<file path="config.mk">
export PLATFORM = sky130hd
export DESIGN_NAME = percent_unescape_utf8_replace_decode
export DESIGN_NICKNAME = d
export VERILOG_FILES = /design/src/hdl/pucd_pkg.sv /design/src/hdl/pucd_front.sv /design/src/hdl/pucd_group_fifo.sv /design/src/hdl/pucd_back.sv /design/src/hdl/percent_unescape_utf8_replace_decode.sv
export SDC_FILE = /design/constraint.sdc
export NUM_CORES = 1
export LEC_CHECK = 0
export BUFFER_PORTS_ARGS = -buffer_cell sky130_fd_sc_hd__buf_4
export CAP_MARGIN = 10
export CORE_MARGIN = 2
export CORE_UTILIZATION = 63
export CTS_CLUSTER_DIAMETER = 200
export CTS_CLUSTER_SIZE = 20
export DETAILED_ROUTE_END_ITERATION = 16
export PLACE_DENSITY_LB_ADDON = 0.12
export SLEW_MARGIN = 20
export SYNTH_ARGS = -nofsm -noshare
export SYNTH_HDL_FRONTEND = slang
export SYNTH_SLANG_ARGS = --single-unit
</file>
<file path="constraint.sdc">
create_clock -name clk -period 8.4 [get_ports clk]
set_input_delay 2.52 -clock clk [delete_from_list [all_inputs] [get_ports clk]]
set_output_delay 2.52 -clock clk [all_outputs]
set_load 0.02 [all_outputs]
</file>
<file path="src/hdl/pucd_pkg.sv">
// Shared types and constants for the percent-unescape and UTF-8 decode block.
// Used by the escape scanner, the byte-group queue and the UTF-8 decoder.
`default_nettype none

package pucd_pkg;

  localparam int CU_W = 16;
  localparam int CP_W = 21;
  localparam int GROUP_BYTES = 3;

  localparam logic [CP_W-1:0] REPLACEMENT = 21'h00FFFD;
  localparam logic [7:0] PERCENT = 8'h25;

  typedef struct packed {
    logic [GROUP_BYTES-1:0][7:0] bytes;
    logic [1:0] count;
    logic last;
  } byte_group_t;

  typedef struct packed {
    logic [CP_W-1:0] cp;
    logic last;
  } result_t;

endpackage

`default_nettype wire

</file>
<file path="src/hdl/pucd_front.sv">
// Escape scanner: resolves percent escapes and releases zero to three bytes per code unit.
// Depends on pucd_pkg for the byte-group type and constants.
`default_nettype none

module pucd_front import pucd_pkg::*; (
  input  wire logic            clk,
  input  wire logic            rst,
  input  wire logic            push,
  input  wire logic [CU_W-1:0] code_unit,
  input  wire logic            end_of_string,
  input  wire logic            full,
  output logic                 group_valid,
  output byte_group_t          group
);

  typedef enum logic [1:0] {
    PH_IDLE,
    PH_PERCENT,
    PH_DIGIT
  } phase_t;

  phase_t      phase, phase_next;
  logic [7:0]  held_char, held_char_next;
  logic [3:0]  held_value, held_value_next;
  logic        is_hex;
  logic [3:0]  hex_val;
  logic        plain_emit;
  logic        accept;

  always_comb begin
    is_hex  = 1'b0;
    hex_val = 4'd0;
    if (code_unit[15:8] == 8'h00) begin
      if (code_unit[7:0] >= 8'h30 && code_unit[7:0] <= 8'h39) begin
        is_hex  = 1'b1;
        hex_val = code_unit[3:0];
      end else if ((code_unit[7:0] >= 8'h41 && code_unit[7:0] <= 8'h46) ||
                   (code_unit[7:0] >= 8'h61 && code_unit[7:0] <= 8'h66)) begin
        is_hex  = 1'b1;
        hex_val = code_unit[3:0] + 4'd9;
      end
    end
  end

  assign plain_emit = !(code_unit == {8'h00, PERCENT} && !end_of_string);
  assign accept     = push && !full;

  always_comb begin
    group           = '0;
    phase_next      = phase;
    held_char_next  = held_char;
    held_value_next = held_value;
    unique case (phase)
      PH_IDLE: begin
        if (plain_emit) begin
          group.bytes[0] = code_unit[7:0];
          group.count    = 2'd1;
          phase_next     = PH_IDLE;
        end else begin
          phase_next = PH_PERCENT;
        end
      end
      PH_PERCENT: begin
        if (is_hex && !end_of_string) begin
          held_char_next  = code_unit[7:0];
          held_value_next = hex_val;
          phase_next      = PH_DIGIT;
        end else begin
          group.bytes[0] = PERCENT;
          group.bytes[1] = code_unit[7:0];
          group.count    = plain_emit ? 2'd2 : 2'd1;
          phase_next     = plain_emit ? PH_IDLE : PH_PERCENT;
        end
      end
      PH_DIGIT: begin
        if (is_hex) begin
          group.bytes[0] = {held_value, hex_val};
          group.count    = 2'd1;
          phase_next     = PH_IDLE;
        end else begin
          group.bytes[0] = PERCENT;
          group.bytes[1] = held_char;
          group.bytes[2] = code_unit[7:0];
          group.count    = plain_emit ? 2'd3 : 2'd2;
          phase_next     = plain_emit ? PH_IDLE : PH_PERCENT;
        end
      end
      default: begin
        phase_next = PH_IDLE;
      end
    endcase
    if (end_of_string) begin
      phase_next = PH_IDLE;
    end
    group.last = end_of_string;
  end

  assign group_valid = accept && (group.count != 2'd0);

  always_ff @(posedge clk) begin
    if (rst) begin
      phase      <= PH_IDLE;
      held_char  <= 8'h00;
      held_value <= 4'h0;
    end else if (accept) begin
      phase      <= phase_next;
      held_char  <= held_char_next;
      held_value <= held_value_next;
    end
  end

endmodule

`default_nettype wire

</file>
<file path="src/hdl/pucd_group_fifo.sv">
// Short queue of byte groups between the escape scanner and the UTF-8 decoder.
// Depends on pucd_pkg for the byte-group type.
`default_nettype none

module pucd_group_fifo import pucd_pkg::*; #(
  parameter int DEPTH = 4
) (
  input  wire logic         clk,
  input  wire logic         rst,
  input  wire logic         push_valid,
  input  byte_group_t       push_group,
  output logic              full,
  output byte_group_t       head,
  output logic              head_valid,
  input  wire logic         head_pop
);

  localparam int IDX_W = $clog2(DEPTH);
  localparam int CNT_W = $clog2(DEPTH + 1);
  localparam logic [IDX_W-1:0] LAST_IDX = IDX_W'(DEPTH - 1);

  byte_group_t      slots [DEPTH];
  logic [IDX_W-1:0] wr_ptr, rd_ptr;
  logic [CNT_W-1:0] count;
  logic             do_push, do_pop;

  assign full       = (count == CNT_W'(DEPTH));
  assign head_valid = (count != '0);
  assign head       = slots[rd_ptr];
  assign do_push    = push_valid && !full;
  assign do_pop     = head_pop && head_valid;

  always_ff @(posedge clk) begin
    if (do_push) begin
      slots[wr_ptr] <= push_group;
    end
  end

  always_ff @(posedge clk) begin
    if (rst) begin
      wr_ptr <= '0;
      rd_ptr <= '0;
      count  <= '0;
    end else begin
      if (do_push) begin
        wr_ptr <= (wr_ptr == LAST_IDX) ? '0 : wr_ptr + 1'b1;
      end
      if (do_pop) begin
        rd_ptr <= (rd_ptr == LAST_IDX) ? '0 : rd_ptr + 1'b1;
      end
      count <= count + CNT_W'(do_push) - CNT_W'(do_pop);
    end
  end

endmodule

`default_nettype wire

</file>
<file path="src/hdl/pucd_back.sv">
// UTF-8 decoder with maximal-subpart replacement and the result queue behind it.
// Depends on pucd_pkg for the byte-group and result types.
`default_nettype none

module pucd_back import pucd_pkg::*; #(
  parameter int DEPTH = 8
) (
  input  wire logic            clk,
  input  wire logic            rst,
  input  byte_group_t          head,
  input  wire logic            head_valid,
  output logic                 head_pop,
  output logic [CP_W-1:0]      code_point,
  output logic                 last_of_string,
  output logic                 empty,
  input  wire logic            pop
);

  localparam int IDX_W = $clog2(DEPTH);
  localparam int CNT_W = $clog2(DEPTH + 1);
  localparam logic [IDX_W-1:0] LAST_IDX = IDX_W'(DEPTH - 1);
  localparam logic [CNT_W-1:0] ROOM_LIMIT = CNT_W'(DEPTH - 2);

  localparam logic [2:0] BOUND_ANY = 3'd0;
  localparam logic [2:0] BOUND_E0  = 3'd1;
  localparam logic [2:0] BOUND_ED  = 3'd2;
  localparam logic [2:0] BOUND_F0  = 3'd3;
  localparam logic [2:0] BOUND_F4  = 3'd4;

  logic [1:0]      byte_idx;
  logic [1:0]      need, need_n;
  logic [1:0]      seen, seen_n, seen_inc;
  logic [2:0]      cls, cls_n;
  logic [CP_W-1:0] part, part_n;

  logic [7:0]      cur;
  logic            end_byte, last_in_group, go;
  logic [7:0]      lo, hi;
  logic            lead;
  logic            a_v, b_v, c_v;
  logic [CP_W-1:0] a_cp, b_cp;
  result_t         res [2];
  logic [1:0]      n;

  result_t          slots [DEPTH];
  logic [IDX_W-1:0] wr_ptr, rd_ptr;
  logic [CNT_W-1:0] count;
  logic             do_pop;

  function automatic logic [IDX_W-1:0] ptr_inc(input logic [IDX_W-1:0] p);
    ptr_inc = (p == LAST_IDX) ? '0 : p + 1'b1;
  endfunction

  assign cur           = head.bytes[byte_idx];
  assign last_in_group = (byte_idx == head.count - 2'd1);
  assign end_byte      = head.last && last_in_group;
  assign go            = head_valid && (count <= ROOM_LIMIT);
  assign head_pop      = go && last_in_group;

  always_comb begin
    need_n   = need;
    seen_n   = seen;
    cls_n    = cls;
    part_n   = part;
    a_v      = 1'b0;
    a_cp     = '0;
    b_v      = 1'b0;
    b_cp     = '0;
    c_v      = 1'b0;
    lead     = 1'b1;
    lo       = 8'h80;
    hi       = 8'hBF;
    seen_inc = seen + 2'd1;
    if (seen == 2'd0) begin
      unique case (cls)
        BOUND_E0: lo = 8'hA0;
        BOUND_ED: hi = 8'h9F;
        BOUND_F0: lo = 8'h90;
        BOUND_F4: hi = 8'h8F;
        default: ;
      endcase
    end
    if (need != 2'd0) begin
      if (cur >= lo && cur <= hi) begin
        lead = 1'b0;
        if (seen_inc >= need) begin
          a_v    = 1'b1;
          a_cp   = {part[CP_W-7:0], cur[5:0]};
          need_n = 2'd0;
          seen_n = 2'd0;
          cls_n  = BOUND_ANY;
          part_n = '0;
        end else begin
          seen_n = seen_inc;
          part_n = {part[CP_W-7:0], cur[5:0]};
        end
      end else begin
        a_v    = 1'b1;
        a_cp   = REPLACEMENT;
        need_n = 2'd0;
        seen_n = 2'd0;
        cls_n  = BOUND_ANY;
        part_n = '0;
      end
    end
    if (lead) begin
      seen_n = 2'd0;
      priority if (cur < 8'h80) begin
        b_v  = 1'b1;
        b_cp = {13'd0, cur};
      end else if (cur >= 8'hC2 && cur <= 8'hDF) begin
        need_n = 2'd1;
        cls_n  = BOUND_ANY;
        part_n = {16'd0, cur[4:0]};
      end else if (cur == 8'hE0) begin
        need_n = 2'd2;
        cls_n  = BOUND_E0;
        part_n = {17'd0, cur[3:0]};
      end else if (cur == 8'hED) begin
        need_n = 2'd2;
        cls_n  = BOUND_ED;
        part_n = {17'd0, cur[3:0]};
      end else if (cur >= 8'hE1 && cur <= 8'hEF) begin
        need_n = 2'd2;
        cls_n  = BOUND_ANY;
        part_n = {17'd0, cur[3:0]};
      end else if (cur == 8'hF0) begin
        need_n = 2'd3;
        cls_n  = BOUND_F0;
        part_n = {18'd0, cur[2:0]};
      end else if (cur == 8'hF4) begin
        need_n = 2'd3;
        cls_n  = BOUND_F4;
        part_n = {18'd0, cur[2:0]};
      end else if (cur >= 8'hF1 && cur <= 8'hF3) begin
        need_n = 2'd3;
        cls_n  = BOUND_ANY;
        part_n = {18'd0, cur[2:0]};
      end else begin
        b_v  = 1'b1;
        b_cp = REPLACEMENT;
      end
    end
    if (end_byte) begin
      c_v    = (need_n != 2'd0);
      need_n = 2'd0;
      seen_n = 2'd0;
      cls_n  = BOUND_ANY;
      part_n = '0;
    end
  end

  always_comb begin
    res[0] = '0;
    res[1] = '0;
    n      = 2'd0;
    if (a_v) begin
      res[0] = '{cp: a_cp, last: 1'b0};
      n      = 2'd1;
    end
    if (b_v) begin
      res[n[0]] = '{cp: b_cp, last: 1'b0};
      n         = n + 2'd1;
    end
    if (c_v) begin
      res[n[0]] = '{cp: REPLACEMENT, last: 1'b0};
      n         = n + 2'd1;
    end
    if (end_byte && n != 2'd0) begin
      res[1'(n - 2'd1)].last = 1'b1;
    end
  end

  always_ff @(posedge clk) begin
    if (rst) begin
      byte_idx <= 2'd0;
      need     <= 2'd0;
      seen     <= 2'd0;
      cls      <= BOUND_ANY;
      part     <= '0;
    end else if (go) begin
      byte_idx <= last_in_group ? 2'd0 : byte_idx + 2'd1;
      need     <= need_n;
      seen     <= seen_n;
      cls      <= cls_n;
      part     <= part_n;
    end
  end

  assign empty          = (count == '0);
  assign do_pop         = pop && !empty;
  assign code_point     = slots[rd_ptr].cp;
  assign last_of_string = slots[rd_ptr].last;

  always_ff @(posedge clk) begin
    if (go && n != 2'd0) begin
      slots[wr_ptr] <= res[0];
    end
    if (go && n == 2'd2) begin
      slots[ptr_inc(wr_ptr)] <= res[1];
    end
  end

  always_ff @(posedge clk) begin
    if (rst) begin
      wr_ptr <= '0;
      rd_ptr <= '0;
      count  <= '0;
    end else begin
      if (go && n == 2'd1) begin
        wr_ptr <= ptr_inc(wr_ptr);
      end else if (go && n == 2'd2) begin
        wr_ptr <= ptr_inc(ptr_inc(wr_ptr));
      end
      if (do_pop) begin
        rd_ptr <= ptr_inc(rd_ptr);
      end
      count <= count + (go ? CNT_W'(n) : '0) - CNT_W'(do_pop);
    end
  end

endmodule

`default_nettype wire

</file>
<file path="src/hdl/percent_unescape_utf8_replace_decode.sv">
// Top level of the percent-unescape and UTF-8 replacement decoder.
// Depends on pucd_pkg, pucd_front, pucd_group_fifo and pucd_back.
//
// Code units enter through a queue-style port (push/full) and decoded code points leave
// through another (empty/pop). The escape scanner takes one code unit per cycle while
// the group queue is not full and turns it into zero to three bytes; the UTF-8 decoder
// behind a GROUP_DEPTH-entry queue consumes one byte per cycle and writes up to two code
// points into a RESULT_DEPTH-entry result queue, but waits while that queue has fewer than
// two free entries. A unit that releases several bytes is decoded one byte at a time, so
// ordinary text runs at one unit per cycle when nothing stalls. A result passes through
// the group queue and the result queue before it appears on the output.
// Every string produces at least one code point, and its final one carries last_of_string.
`default_nettype none

module percent_unescape_utf8_replace_decode import pucd_pkg::*; #(
  parameter int GROUP_DEPTH  = 4,
  parameter int RESULT_DEPTH = 8
) (
  input  wire logic            clk,
  input  wire logic            rst,
  input  wire logic            push,
  output logic                 full,
  input  wire logic [CU_W-1:0] code_unit,
  input  wire logic            end_of_string,
  output logic                 empty,
  input  wire logic            pop,
  output logic [CP_W-1:0]      code_point,
  output logic                 last_of_string
);

  byte_group_t new_group, head;
  logic        new_valid, head_valid, head_pop;

  pucd_front u_front (
    .clk           (clk),
    .rst           (rst),
    .push          (push),
    .code_unit     (code_unit),
    .end_of_string (end_of_string),
    .full          (full),
    .group_valid   (new_valid),
    .group         (new_group)
  );

  pucd_group_fifo #(
    .DEPTH (GROUP_DEPTH)
  ) u_queue (
    .clk        (clk),
    .rst        (rst),
    .push_valid (new_valid),
    .push_group (new_group),
    .full       (full),
    .head       (head),
    .head_valid (head_valid),
    .head_pop   (head_pop)
  );

  pucd_back #(
    .DEPTH (RESULT_DEPTH)
  ) u_back (
    .clk            (clk),
    .rst            (rst),
    .head           (head),
    .head_valid     (head_valid),
    .head_pop       (head_pop),
    .code_point     (code_point),
    .last_of_string (last_of_string),
    .empty          (empty),
    .pop            (pop)
  );

endmodule

`default_nettype wire

</file>
== Word-level counts from Yosys, hierarchy flattened ==
Memory sizes are Yosys's and may differ from the RTL's. A register that Yosys moved wholly into a read port is not among the register bits.
Index checks and enable logic that the tools add are counted.
Cells by class
  multiplexer cells: 131
  bitwise gates (word level): 6
  magnitude comparators: 24
  equal/unequal tests: 20
  reduce and logical (&&, ||, !) cells: 41
  add/subtract/negate cells: 16
Operator list (number)
  $mux W21: 24
  $mux W44: 3
  $bwmux W44: 2
  $demux W22 S1: 3
  $mux W22: 3
  $mux W2: 30
  $mux W3: 20
  $eq A8 B8 Y1 const B: 4
  $mux W16: 2
  $mux W8: 4
  $or A30 B30 Y30: 1
  $pmux W10 S3: 1
  $mux W1: 28
  $ge A8 B8 Y1 const B: 3
  $le A8 B8 Y1 const B: 3
  $logic_and A1 B1 Y1: 24
  $pmux W6 S2: 2
  $mux W10: 2
  $mux W18: 1
  $bmux W8 S2: 1
  $eq A16 B6 Y1 const B: 1
  $ge A8 B7 Y1 const B: 2
  $le A8 B7 Y1 const B: 2
  $pmux W8 S2: 1
  other kinds (40): 71
Word-level totals
  logic and storage cells: 254
  output and inout bits: 24
  bits in writable memories: 284
  register bits: 61
  memories kept: 2
  input port bits: 21
Memory list
  u_back.slots: words 8, width 22, read ports 1, clocked after memory_dff 1, wr ports 2, RTL line pucd_back.sv:45  | result_t slots [DEPTH];
  u_queue.slots: words 4, width 27, read ports 1, clocked after memory_dff 1, wr ports 1, RTL line pucd_group_fifo.sv:22  | byte_group_t slots [DEPTH];

== Logic depth before layout (Yosys ltp) ==
  depth after elaboration: 27
  gate-level depth with buffers: 27

== Modules after synthesis ==
Synthesis repeated with hierarchy kept, for this count alone.
Unflattened totals
  cells, all modules: 1215
  area, all modules: 16887.4 um^2
Modules (own cells, without submodules)
  pucd_back: cells an instance 878, instances 1, area each 11252.0 um^2
  pucd_group_fifo: cells an instance 191, instances 1, area each 4386.7 um^2
  pucd_front: cells an instance 146, instances 1, area each 1248.7 um^2

== Least setup slack after synthesis ==
Ideal clock, no wire load.
  kind: reg-to-reg
  from: register (tool-made name)
  to: memory u_back.slots[3][0] in the netlist's numbering, enable pin
  arrival: 5.837 ns
  period minus slack after synthesis: 6.216 ns
  path buffers: 8
  setup time: 0.379 ns
  stages on the path, launching flop included: 26
  slack: 2.184 ns
  path through: dfxtp_1 -> buf_6 -> buf_6 -> buf_8 -> buf_8 -> mux4_2 -> mux2i_1 -> o21ai_1 -> ha_1 -> nand2_1 -> a31oi_1 -> nand4_2 -> nand2_1 -> nand3_1 -> o21ai_1 -> clkbuf_1 -> ha_1 -> clkbuf_1 -> clkinv_1 -> or3_1 -> a211oi_1 -> a31oi_4 -> buf_8 -> nor2_8 -> buf_6 -> a41o_1
RTL lines (RTL line)
  to (decl): pucd_back.sv:45

==> results.toml <==
[floorplan]
start_util_pct = 64.4
fp.dieArea_sq_um = 28100
dieWidth_microns = 168
core_sq_um = 26200
die_h_microns = 168
ios = 45
rows = 59

[cts]
cts_max_path_buffers = 3
cts_resized = 0
tritoncts = "built"
cts.sinks = 344
cts-root-buf = "clkbuf_16"
htreeDepth = 1
cts.clk_slew.worst_paths_ns = 0.09
cts_buffers = 21
clk_latency_ns = 0.54
cts_setup_buffers = 0
cts-hold-fix-buffers = 0

[finish]
diodes = 0
area_delta_synth_final_pct = 6.84
nFillCells = 1843
finish.net_count = 1339
drive_above_1_share_pct = 17.7

[critical_path]
cp_cell_sequence = "buf_4, mux4_2, and2_1, a211oi_2, nor4_1, a211o_1, nand3_1, o21ai_1, buf_4, ha_1, clkinv_1, or3_1, a211oi_1, a31oi_4, nor2_8, a21o_1"
critPathBufInv = 3
endpoint_kind = "flip-flop"
crit_required_ns = 8.56
max_stage_delay_ns = 0.82
cp-start-kind = "flip-flop"
worst_path_most_repeated_cell = "buf_4"
crit_family = "compound AO/OA/AOI/OAI gates"
crit_slowest_cell = "a21o_1"
crit_path_max_fanout = 22
crit_arrival_ns = 7.32
worstSetupPathType = "flip-flop to flip-flop"

[route]
route.detailed.drc = 0
postRouteAntennaNets = 0
via_count = 10700
initialDrtViolationCount = 1082
firstDrtPassIters = 5
routed_wl_microns = 39300
via_per_inst = 6.59
wl_per_cell_microns = 24.1

[min_path]
holdCritPathClass = "flip-flop to flip-flop"
hold_start = "u_back.seen[1]"

[place]
dp.final_hpwl_microns = 26700
port-buffer-count = 44
dpl_worst_slack_ns = 1.25
finalWeightedCongestion = 0.941

[power_and_ir_drop]
p_leak_uw = 0.00634
ir_worst_vdd_uv = 221
power_uw = 6500
power_density_nw_per_um2 = 361

[timing]
setup_violations = 0
slew_violations = 0
finalHoldViolCount = 0
tns_ns = 0
finalCritPeriodShare_pct = 85.2
period_minus_slack_ns = 7.16
rsz0062_at_grt = "false"
worst_clock_skew_ns = 0.0338
max_clock_freq_mhz = 140
worst_pin_slew_ns = 1.02
relSlewSlack_pct = 31.8
fin_ws_ns = 1.24

[yosys]
synth.yosys.warnings = 0
ys_seq_elements = 344
syn_area_sq_um = 16900
synth_cell_types = 85
syn_nets = 1319
avgSynthCellArea_sq_um = 13.4
yosysTopAreaCellShare_pct = 50.5
ys.flop_type = "edfxtp_1"
synthTopCellsByArea = "edfxtp_1 (51%), mux4_2 (8.7%), dfxtp_1 (7.1%)"
yosysSeqAreaShare_pct = 57.7
async_flop_share_pct = 0
yosysTopAreaCell = "edfxtp_1"
synth_edf_count = 284
synth_cells = 1257

[job]
drv_cap = 0

[global_routing]
gr-total-overflow = 0
grt_first_pass_wirelength_microns = 61200
antenna_found_initial = 0
grt_max_degree = 48
grt_pass1_vias = 10500
grt.total_usage_pct = 28.2

[outcome]
outcome = "finished clean"
-- worst paths after layout --
path                                           end  slack, ns  cells after the start
worst max-delay path            u_back.slots[0][3]       1.24                     16
worst min-delay path                u_back.seen[1]       0.46                      2
worst max register to register  u_back.slots[0][3]       1.24                     16
worst min register to register      u_back.seen[1]       0.46                      2
-- metal layers --
layer	global-route usage, %	vias up	share of wire (%)
met5	0	-	0
met4	9.49	0	3.4
met3	2.62	67	5.6
met2	50.1	427	52
met1	37.0	5381	39
li1	-	4853	-
-- registers in the layout, summed over array words and instances, names as in the netlist, 4 cells and up, named ones only --
register,cells
u_back.count,4
u_front.held_value,4
u_front.held_char,8
u_back.part,15
u_queue.slots,108
u_back.slots,176
-- area by class of cell --
cell class                 count  area (sq um)  area share (%)
clock buffer                  36           582            3.23
clock inverter                 2          25.0           0.139
inverter                      38           143           0.791
multi-input combinational    807          6640            36.8
sequential                   344          9730            54.0
tap                          335           419            2.33
timing repair buffer          65           488            2.71
-- cells by family (layout without fill, tap and decap cells) --
family                     count (synthesis)  count (layout)  share of synthesized area (%)
adders and majority gates                 41              41                           3.13
muxes                                    172             172                           15.2
AOI/OAI and AO/OA                        253             253                           10.5
DFF                                      344             344                           57.7
and+or+nand+nor                          330             330                           9.86
buffers and inverters                    106             141                           3.14
xor gates and xnor gates                  11              11                          0.571
-- per-stage QoR --
| step | utilization, % | cells | instance area [sq um] | hold WS (ns) |
|---|---|---|---|---|
| final | 68.8 | 1627 | 18000 | 0.460 |
| after global routing | 68.8 | 1627 | 18000 | 0.501 |
| after CTS | 68.8 | 1627 | 18000 | 0.461 |
| after detailed placement | 66.5 | 1589 | 17400 | 0.451 |
| after global placement | 66.5 | 1589 | 17400 | 0.443 |
| after floorplan | - | 1257 | 16900 | 0.432 |
-- report_power, final --
| group | switching (uW) | total [uW] | leakage [uW] | internal (uW) |
|---|---|---|---|---|
| Sequential | 136 | 2510 | 0.00308 | 2380 |
| Clock | 556 | 1040 | 0.000288 | 481 |
| Combinational | 1820 | 2950 | 0.00298 | 1130 |
-- placed cells by master, fill, tap and decap left out, drive strengths merged, types with 4 or more instances in the layout --
master / n
nor2: 142
o21ai: 94
mux2: 22
dfxtp: 60
o31ai: 6
a22o: 11
and3: 9
mux4: 65
edfxtp: 284
inv: 39
a22oi: 15
and2: 22
or2: 6
nand2: 60
nor2b: 18
clkbuf: 36
a211o: 4
a211oi: 7
nor4: 5
a41o: 4
mux2i: 85
o21a: 4
nand3: 17
a21o: 12
ha: 39
a221oi: 7
nand4: 10
a32oi: 6
nand2b: 8
nor3b: 7
buf: 65
nor3: 9
xor2: 4
a31oi: 9
a21oi: 49
xnor2: 7
-- Yosys cell counts (18+ instances only) --
cell and instances:
edfxtp_1 284, nor2_1 137, mux2i_1 85, mux4_2 65
dfxtp_1 60, nand2_1 56, o21ai_1 44, a21oi_1 42
clkbuf_1 42, o21ai_0 40, ha_1 39, inv_1 35
and2_1 22, mux2_2 22, nor2b_1 18
-- worst min-delay path, cell delays in order, from the launching register on --
cell	delay, ns
dfxtp_1	0.32
nand2_1	0.05
a21oi_1	0.05
Power figures use the tool's default switching activity.
